--- config.mk ---
export PLATFORM = sky130hd
export DESIGN_NAME = fcc_ctrl
export DESIGN_NICKNAME = d
export VERILOG_FILES = /design/src/sv/fcc_pkg.sv /design/src/sv/fcc_ctrl.sv
export SDC_FILE = /design/constraint.sdc
export NUM_CORES = 1
export LEC_CHECK = 0
export BUFFER_PORTS_ARGS = -buffer_cell sky130_fd_sc_hd__buf_4
export CORE_UTILIZATION = 57
export DETAILED_ROUTE_END_ITERATION = 7
export GPL_TIMING_DRIVEN = 0
export HOLD_SLACK_MARGIN = 0.02
export PLACE_DENSITY = 0.86
export SLEW_MARGIN = 20
export SYNTH_ARGS = -nofsm -noshare
export SYNTH_HDL_FRONTEND = slang
export SYNTH_SLANG_ARGS = --single-unit
--- constraint.sdc ---
create_clock -name i_clk -period 3.4 [get_ports i_clk]
set_clock_uncertainty 0.05 [all_clocks]
set_input_delay 0.34 -clock i_clk [delete_from_list [all_inputs] [get_ports i_clk]]
set_output_delay 0.34 -clock i_clk [all_outputs]
set_load 0.02 [all_outputs]
--- src/sv/fcc_pkg.sv ---
// shared types, constants and codes of the cluster chain engine
package fcc_pkg;

    // table geometry
    localparam int CL_W         = 12;
    localparam int NUM_CLUSTERS = 2880;
    localparam int ADDR_W       = $clog2(NUM_CLUSTERS);

    // entry values
    localparam logic [CL_W-1:0] END_MARK   = 12'hFFF;
    localparam logic [CL_W-1:0] FREE_ENTRY = 12'h000;

    // operation codes
    localparam logic [2:0] OP_FOLLOW    = 3'd0;
    localparam logic [2:0] OP_EXTEND    = 3'd1;
    localparam logic [2:0] OP_TERMINATE = 3'd2;
    localparam logic [2:0] OP_SET       = 3'd3;
    localparam logic [2:0] OP_ALLOCATE  = 3'd4;

    // status codes
    localparam logic [1:0] ST_OK    = 2'd0;
    localparam logic [1:0] ST_FULL  = 2'd1;
    localparam logic [1:0] ST_RANGE = 2'd2;

    // input beat
    typedef struct packed {
        logic [2:0]      func;
        logic [CL_W-1:0] cluster;
        logic [CL_W-1:0] entry_value;
    } t_in_item;

    // output beat
    typedef struct packed {
        logic [CL_W-1:0] cluster_out;
        logic            chain_end;
        logic [1:0]      status;
    } t_out_item;

    // table memory access from the sequencer
    typedef struct packed {
        logic              we;
        logic [ADDR_W-1:0] waddr;
        logic [CL_W-1:0]   wdata;
        logic [ADDR_W-1:0] raddr;
    } t_ram_req;

endpackage

--- src/sv/fcc_ctrl.sv ---
// sequencer: table clearing, entry access and the free entry scan
module fcc_ctrl import fcc_pkg::*; (
    input  logic            i_clk,
    input  logic            i_rst_n,
    input  logic            i_start,
    input  t_in_item        i_item,
    input  logic [CL_W-1:0] i_alloc_start,
    input  logic [CL_W-1:0] i_rdata,
    input  logic            i_res_take,
    output logic            o_idle,
    output logic            o_res_valid,
    output t_out_item       o_res,
    output t_ram_req        o_ram
);

    localparam logic [2:0] S_CLEAR = 3'd0;
    localparam logic [2:0] S_IDLE  = 3'd1;
    localparam logic [2:0] S_READ  = 3'd2;
    localparam logic [2:0] S_SCAN  = 3'd3;
    localparam logic [2:0] S_LINK  = 3'd4;
    localparam logic [2:0] S_DONE  = 3'd5;

    localparam logic [CL_W-1:0] N_CL   = CL_W'(NUM_CLUSTERS);
    localparam logic [CL_W-1:0] LAST_CL = CL_W'(NUM_CLUSTERS - 1);

    logic [2:0]      r_state, n_state;
    logic [CL_W-1:0] r_addr, n_addr;
    logic            r_chk_valid, n_chk_valid;
    logic [CL_W-1:0] r_chk_addr, n_chk_addr;
    logic [CL_W-1:0] r_found, n_found;
    logic [2:0]      r_func, n_func;
    logic [CL_W-1:0] r_cluster, n_cluster;
    t_out_item       r_res, n_res;
    logic            in_range;
    logic            chk_free;

    assign in_range = i_item.cluster < N_CL;
    assign chk_free = r_chk_valid && (i_rdata == FREE_ENTRY);

    // control registers
    always_ff @(posedge i_clk) begin
        if (!i_rst_n) begin
            r_state     <= S_CLEAR;
            r_addr      <= '0;
            r_chk_valid <= 1'b0;
        end else begin
            r_state     <= n_state;
            r_addr      <= n_addr;
            r_chk_valid <= n_chk_valid;
        end
    end

    // payload registers
    always_ff @(posedge i_clk) begin
        r_chk_addr <= n_chk_addr;
        r_found    <= n_found;
        r_func     <= n_func;
        r_cluster  <= n_cluster;
        r_res      <= n_res;
    end

    // next state and table access
    always_comb begin
        n_state     = r_state;
        n_addr      = r_addr;
        n_chk_valid = r_chk_valid;
        n_chk_addr  = r_chk_addr;
        n_found     = r_found;
        n_func      = r_func;
        n_cluster   = r_cluster;
        n_res       = r_res;
        o_ram.we    = 1'b0;
        o_ram.waddr = r_addr[ADDR_W-1:0];
        o_ram.wdata = FREE_ENTRY;
        o_ram.raddr = r_addr[ADDR_W-1:0];

        case (r_state)
            // zero every entry after reset, one per cycle
            S_CLEAR: begin
                o_ram.we    = 1'b1;
                o_ram.waddr = r_addr[ADDR_W-1:0];
                o_ram.wdata = FREE_ENTRY;
                n_addr      = r_addr + 1'b1;
                if (r_addr == LAST_CL) begin
                    n_state = S_IDLE;
                end
            end

            // take one beat and dispatch
            S_IDLE: begin
                if (i_start) begin
                    n_func      = i_item.func;
                    n_cluster   = i_item.cluster;
                    n_res       = '0;
                    n_chk_valid = 1'b0;
                    n_state     = S_DONE;
                    case (i_item.func)
                        OP_FOLLOW: begin
                            if (in_range) begin
                                o_ram.raddr = i_item.cluster[ADDR_W-1:0];
                                n_state     = S_READ;
                            end else begin
                                n_res.status    = ST_RANGE;
                                n_res.chain_end = 1'b1;
                            end
                        end
                        OP_EXTEND: begin
                            if (in_range) begin
                                n_addr  = i_alloc_start;
                                n_state = S_SCAN;
                            end else begin
                                n_res.status = ST_RANGE;
                            end
                        end
                        OP_TERMINATE, OP_SET: begin
                            if (in_range) begin
                                o_ram.we    = 1'b1;
                                o_ram.waddr = i_item.cluster[ADDR_W-1:0];
                                o_ram.wdata = (i_item.func == OP_SET) ?
                                              i_item.entry_value : END_MARK;
                            end else begin
                                n_res.status = ST_RANGE;
                            end
                        end
                        OP_ALLOCATE: begin
                            n_addr  = i_alloc_start;
                            n_state = S_SCAN;
                        end
                        default: begin
                            n_state = S_DONE;
                        end
                    endcase
                end
            end

            // follow: entry arrives from the ram
            S_READ: begin
                n_res.cluster_out = i_rdata;
                n_res.chain_end   = (i_rdata == END_MARK) || (i_rdata >= N_CL);
                n_res.status      = ST_OK;
                n_state           = S_DONE;
            end

            // pipelined scan: read one entry a cycle, test the previous one
            S_SCAN: begin
                if (chk_free) begin
                    o_ram.we          = 1'b1;
                    o_ram.waddr       = r_chk_addr[ADDR_W-1:0];
                    o_ram.wdata       = END_MARK;
                    n_found           = r_chk_addr;
                    n_chk_valid       = 1'b0;
                    n_res.cluster_out = r_chk_addr;
                    n_res.status      = ST_OK;
                    n_state           = (r_func == OP_EXTEND) ? S_LINK : S_DONE;
                end else if (r_addr < N_CL) begin
                    o_ram.raddr = r_addr[ADDR_W-1:0];
                    n_chk_addr  = r_addr;
                    n_chk_valid = 1'b1;
                    n_addr      = r_addr + 1'b1;
                end else if (!r_chk_valid) begin
                    // nothing free: extend still closes the chain
                    if (r_func == OP_EXTEND) begin
                        o_ram.we    = 1'b1;
                        o_ram.waddr = r_cluster[ADDR_W-1:0];
                        o_ram.wdata = END_MARK;
                    end
                    n_res.cluster_out = '0;
                    n_res.status      = ST_FULL;
                    n_state           = S_DONE;
                end else begin
                    n_chk_valid = 1'b0;
                end
            end

            // extend: link the acted-on cluster to the new one
            S_LINK: begin
                o_ram.we    = 1'b1;
                o_ram.waddr = r_cluster[ADDR_W-1:0];
                o_ram.wdata = r_found;
                n_state     = S_DONE;
            end

            // hold the result until the output register frees up
            S_DONE: begin
                if (i_res_take) begin
                    n_state = S_IDLE;
                end
            end

            default: begin
                n_state = S_IDLE;
            end
        endcase
    end

    assign o_idle      = (r_state == S_IDLE);
    assign o_res_valid = (r_state == S_DONE);
    assign o_res       = r_res;

endmodule

# Word-level counts from Yosys, hierarchy flattened
# Cells that the tools add are included.
# word_totals
register_bits	70
input_bits	55
out_inout_bits	54
word_cells	103
# op_classes
add_sub_neg	1
n_lt_le_gt_ge	3
n_eq_ne	21
mux	47
bitwise_logic	1
reduce_logical	20
# op_table
operator	count
2-to-1 mux 25 bit	6
2-to-1 mux 12 bit	11
one-hot mux 25 bit (4 select lines)	1
one-hot mux 12 bit (3 select lines)	2
2-to-1 mux 37 bit	1
2-to-1 mux 3 bit	9
equality test 12 bit (second input constant)	2
< comparator 12 bit (second input constant)	2
one-hot mux 12 bit (2 select lines)	1
2-to-1 mux 15 bit	1
one-hot mux 3 bit (5 select lines)	1
adder 12 x 1 -> 12 bit (second input constant)	1
equality test 3 x 2 -> 1 bit (second input constant)	4
greater-or-equal comparator 12 bit (second input constant)	1
zero test 12 bit	1
!= test 2 bit (second input constant)	5
equality test 3 x 1 -> 1 bit (second input constant)	3
equality test 3 bit (second input constant)	3
!= test 3 bit (second input constant)	3
one-hot mux 3 bit (3 select lines)	1
2-to-1 mux 2 bit	4
AND reduction 2 bit	4
zero test 3 bit	2
one-hot mux 2 bit (3 select lines)	1
other kinds (15)	23

# Depth between registers and ports, before layout
# logic_depth
word_depth	6
ltp_mapped	9
depth_no_buf	7

# Worst setup path after synthesis
# OpenSTA, ideal clock, no wires.
# synth_path
path_kind	input port to output port
from	input port i_start
to	output port o_ram[13] (netlist bit)
arrival_time_ns	2.013
required_time_ns	3.010
setup_slack_ns	0.997
stages	6
path_buffers	3
cell_sequence	clkbuf_1 > nor4bb_1 > buf_2 > nand3_1 > clkbuf_1 > o211ai_1
# synth_lines
element	line	source
from (decl)	fcc_ctrl.sv:5	input logic i_start,
to (decl)	fcc_ctrl.sv:13	output t_ram_req o_ram

==> results.txt <==
----------------------------------------------------
[Run status]
  Result of the run ... complete, but fails checks
  Violated checks ... DRC

[Routing]
  Total Wirelength ... 12300 um
  Drt initial violations ... 654
  Count of antenna-violating nets left after detailed routing ... 0
  Via-per-instance ratio ... 6.52
  Vias ... 3913
  Remaining design rule violation count ... 11
  Detailed Routing Iterations Pass 1 ... 8
  WL/cell ... 20.5 um

[Clock network]
  Clock Latency Late Sink ... 0.35 ns
  Root buffer cell ... sky130_fd_sc_hd__clkbuf_8
  CTS tree ... yes
  Clock-pin transition on the worst setup and hold timing paths ... 0.08 ns
  Number of levels in the clock H-tree ... 3
  Sink count of the clock tree ... 70
  CTS max path bufs ... 2
  CTS buffer count ... 9

[Yosys]
  Proportion of synthesized area in mux cells ... 0.0496
  Number of register bits inferred by synthesis ... 70
  Number of enable-type register cells in the synthesized netlist ... 54
  Largest family of logic cells by synthesized area ... compound AO/OA/AOI/OAI gates
  Simple-gate area share of the yosys netlist ... 0.192
  Synth Area in XOR/XNOR ... 0
  Number of instances in the synthesized netlist ... 400
  Average instance area after synthesis ... 9.77 um2
  Yosys warnings ... 0
  Area share of fa/ha/maj cells after synthesis ... 0.00320
  Post-synth cell types ... 64
  Post-Synthesis Net Count ... 456
  Proportion of register bits with asynchronous set or reset after synthesis ... 0
  Post-synthesis sequential area ratio ... 0.497
  Netlist area before placement ... 3910 um2
  Compound-gate portion of the synthesized area ... 0.207
  Ys flop type ... sky130_fd_sc_hd__edfxtp_1

[Setup path]
  Worst setup SP type ... flip-flop
  CP Class ... reg2out
  Nature of the critical path endpoint ... output port
  Setup slack of the most critical reg-to-reg path ... 0.83 ns
  Worst reg2reg startpoint ... r_chk_valid
  CP Data Required Time ... 3.01 ns
  Reg2Reg Capture Point ... r_addr[1]
  Endpoint of the most critical setup path ... o_ram[29]
  CP Launch Point ... r_addr[9]
  Reg2reg path depth ... 6
  Arrival time of data at the critical path endpoint ... 2.78 ns
  Max FO, Critical Path ... 10

[Floorplan]
  Placement Rows ... 29
  Starting density of the core ... 0.601
  Ports placed on the boundary ... 109
  Height of the chip ... 84.8 um
  Area enclosed by the die boundary ... 7190 um2
  Area of the core ... 6490 um2
  Horizontal die dimension ... 84.8 um

[Place]
  Count of input and output buffers ... 107
  Dpl hpwl ... 8900 um
  Number of cells in the design after placement ... 584
  Global placement routability congestion ... 0.981

[Worst hold path]
  Worst min path class ... in2reg
  Worst hold path cell count ... 1

[Pwr]
  Proportion of power drawn by the clock network ... 0.340
  Proportion of power drawn by flip-flops and latches ... 0.469
  Lkg Pwr ... 0.00205 uW
  Power spent charging and discharging nets ... 603 uW
  Maximum ir drop on the vdd rail ... 0.000249 V
  Total power divided by cell area ... 410 nW/um2
  Internal power consumption ... 1460 uW
  Gate power share ... 0.192
  Share of total power consumed by net switching ... 0.293

[Run]
  Total of max-cap violations ... 0

[Layout]
  Final standard cell count with taps included and fillers excluded ... 600
  Register area ... 1940 um2
  Antenna diode count ... 0
  Area growth from synthesis to layout ... 28.6%
  Most frequent cells in the layout ... sky130_fd_sc_hd__buf_4, sky130_fd_sc_hd__nand2_1, sky130_fd_sc_hd__edfxtp_1
  Number of nets in the layout ... 574
  Total area of multi-input combinational cells ... 1780 um2
  Share of post-route cells with drive strength above 1 ... 0.315
  Final-layout fill cell count ... 456
  Most common cell after layout, fill and taps aside ... sky130_fd_sc_hd__buf_4

[Global route]
  Vias in the first global route ... 3647
  Global route overflow ... 0
  Number of antenna violations at the first check in global routing ... 0
  Tot GR Track Use ... 0.346
  Maximum number of pins on one net before global-route repair ... 25
  First-pass GRT wire length ... 18900 um

[STA]
  Final-report setup violation count ... 0
  Final critical-path required period ... 3.17 ns
  Headroom to the max-slew limit ... 0.529
  Hold violation count in the final report ... 0
  Post-route fraction of the period consumed by the critical path ... 0.933
  Top achievable clock speed ... 315 MHz
  Setup TNS ... 0 ns
  Slew of the pin with the lowest slew margin ... 0.706 ns
  Final count of pins violating max slew ... 0
  RSZ-0062 raised after global routing ... no

----------------------------------------------------
==> synth_stat cells, types with 2 or more instances <==
master | n | share of area
sky130_fd_sc_hd__nand4_1 | 2 | 0.0032
sky130_fd_sc_hd__a32o_1 | 2 | 0.0051
sky130_fd_sc_hd__a221oi_1 | 2 | 0.0045
sky130_fd_sc_hd__nand3_1 | 5 | 0.0064
sky130_fd_sc_hd__inv_1 | 13 | 0.012
sky130_fd_sc_hd__o32ai_1 | 6 | 0.013
sky130_fd_sc_hd__mux2_2 | 11 | 0.032
sky130_fd_sc_hd__buf_2 | 8 | 0.010
sky130_fd_sc_hd__a21oi_1 | 11 | 0.014
sky130_fd_sc_hd__o211ai_1 | 24 | 0.046
sky130_fd_sc_hd__or2_2 | 4 | 0.0064
sky130_fd_sc_hd__a41oi_1 | 2 | 0.0045
sky130_fd_sc_hd__and3_1 | 3 | 0.0048
sky130_fd_sc_hd__edfxtp_1 | 54 | 0.42
sky130_fd_sc_hd__nor3_1 | 23 | 0.029
sky130_fd_sc_hd__mux2i_1 | 7 | 0.018
sky130_fd_sc_hd__nor2b_1 | 2 | 0.0032
sky130_fd_sc_hd__a22oi_1 | 10 | 0.019
sky130_fd_sc_hd__a32oi_1 | 2 | 0.0045
sky130_fd_sc_hd__nand2_1 | 60 | 0.058
sky130_fd_sc_hd__and2_1 | 2 | 0.0032
sky130_fd_sc_hd__o211a_1 | 2 | 0.0051
sky130_fd_sc_hd__o221a_2 | 5 | 0.014
sky130_fd_sc_hd__o21ai_0 | 11 | 0.014
sky130_fd_sc_hd__o31ai_1 | 2 | 0.0038
sky130_fd_sc_hd__a31oi_1 | 14 | 0.022
sky130_fd_sc_hd__nand2b_1 | 3 | 0.0048
sky130_fd_sc_hd__buf_6 | 2 | 0.0058
sky130_fd_sc_hd__nor2_1 | 33 | 0.032
sky130_fd_sc_hd__a22o_1 | 3 | 0.0067
sky130_fd_sc_hd__o221ai_1 | 2 | 0.0045
sky130_fd_sc_hd__nor3b_1 | 3 | 0.0058
sky130_fd_sc_hd__clkbuf_1 | 20 | 0.019
sky130_fd_sc_hd__dfxtp_1 | 16 | 0.082
sky130_fd_sc_hd__nor4b_1 | 2 | 0.0045
==> worst max-delay path, stage by stage (launching register included) <==
cell and delay, ns:
sky130_fd_sc_hd__dfxtp_1 0.33, sky130_fd_sc_hd__clkbuf_1 0.39, sky130_fd_sc_hd__o211a_1 0.29, sky130_fd_sc_hd__o2111ai_1 0.17
sky130_fd_sc_hd__o21ai_0 0.26, sky130_fd_sc_hd__clkbuf_1 0.48, sky130_fd_sc_hd__a22oi_1 0.19, sky130_fd_sc_hd__o211ai_1 0.16
sky130_fd_sc_hd__buf_4 0.18
==> state kept, by name (all words and copies together), names as in the netlist <==
register and cells:
r_cluster 12, r_chk_valid 1, r_state 3, r_func 3, r_addr 12, o_res 15
r_found 12, r_chk_addr 12
==> through the flow <==
step | util | area [um2] | total power [uW] | hold slack, ns | setup WS [ns]
4_1_cts | 0.771 | 5010 | 2050 | 0.124 | 0.0733
2_1_floorplan | - | 3910 | 1200 | 0.356 | 0.997
3_3_place_gp | 0.740 | 4810 | 1360 | 0.361 | 0.125
3_5_place_dp | 0.740 | 4810 | 1370 | 0.365 | 0.125
6_report | 0.773 | 5020 | 2060 | 0.124 | 0.227
5_1_grt | 0.773 | 5020 | 2120 | 0.113 | 0.0685
==> worst min-delay path by stage <==
stage | from | to | slack, ns
final | i_item[22] | r_cluster[10] | 0.12
after global placement | r_addr[6] | r_chk_addr[6] | 0.36
after detailed placement | r_addr[7] | r_chk_addr[7] | 0.36
after floorplan | r_addr[3] | r_chk_addr[3] | 0.36
after global routing | i_item[22] | r_cluster[10] | 0.11
after CTS | i_item[22] | r_cluster[10] | 0.12
==> power groups by stage <==
stage                     Clock [uW]  Combinational (uW)  Sequential, uW
after CTS                        694                 388             963
final                            700                 395             965
after global routing             733                 417             967
after global placement             0                 377             982
after detailed placement           0                 386             983
after floorplan                    0                 220             975
==> layout make-up <==
| type | count | area share |
|---|---|---|
| Buffer | 32 | 0.0296 |
| Clock buffer | 9 | 0.0247 |
| Clock inverter | 7 | 0.0154 |
| Inverter | 14 | 0.0105 |
| Multi-Input combinational cell | 284 | 0.354 |
| Sequential cell | 70 | 0.387 |
| Tap cell | 77 | 0.0192 |
| Timing Repair Buffer | 107 | 0.160 |
==> kinds of logic after synthesis <==
kind of cell	count (synthesis)
AO/OA/AOI/OAI	109
adder cells (fa/ha/maj)	1
buffers and inverters	46
flip-flops	70
multiplexers	18
AND/OR/NAND/NOR	156
==> metal layers <==
| metal | global-route usage | vias to the layer above | routed length, um |
|---|---|---|---|
| li1 | - | 1757 | - |
| met1 | 0.450 | 1791 | 4670 |
| met2 | 0.555 | 318 | 5850 |
| met3 | 0.0659 | 47 | 1330 |
| met4 | 0.174 | 0 | 478 |
| met5 | 0 | - | 0 |
==> what timing repair did <==
item                       CTS  global route
hold buffers                 0             0
gates resized for setup      0             4
setup endpoints to repair    0            22
setup buffers                0             0
(Power assumes the default switching activity.)
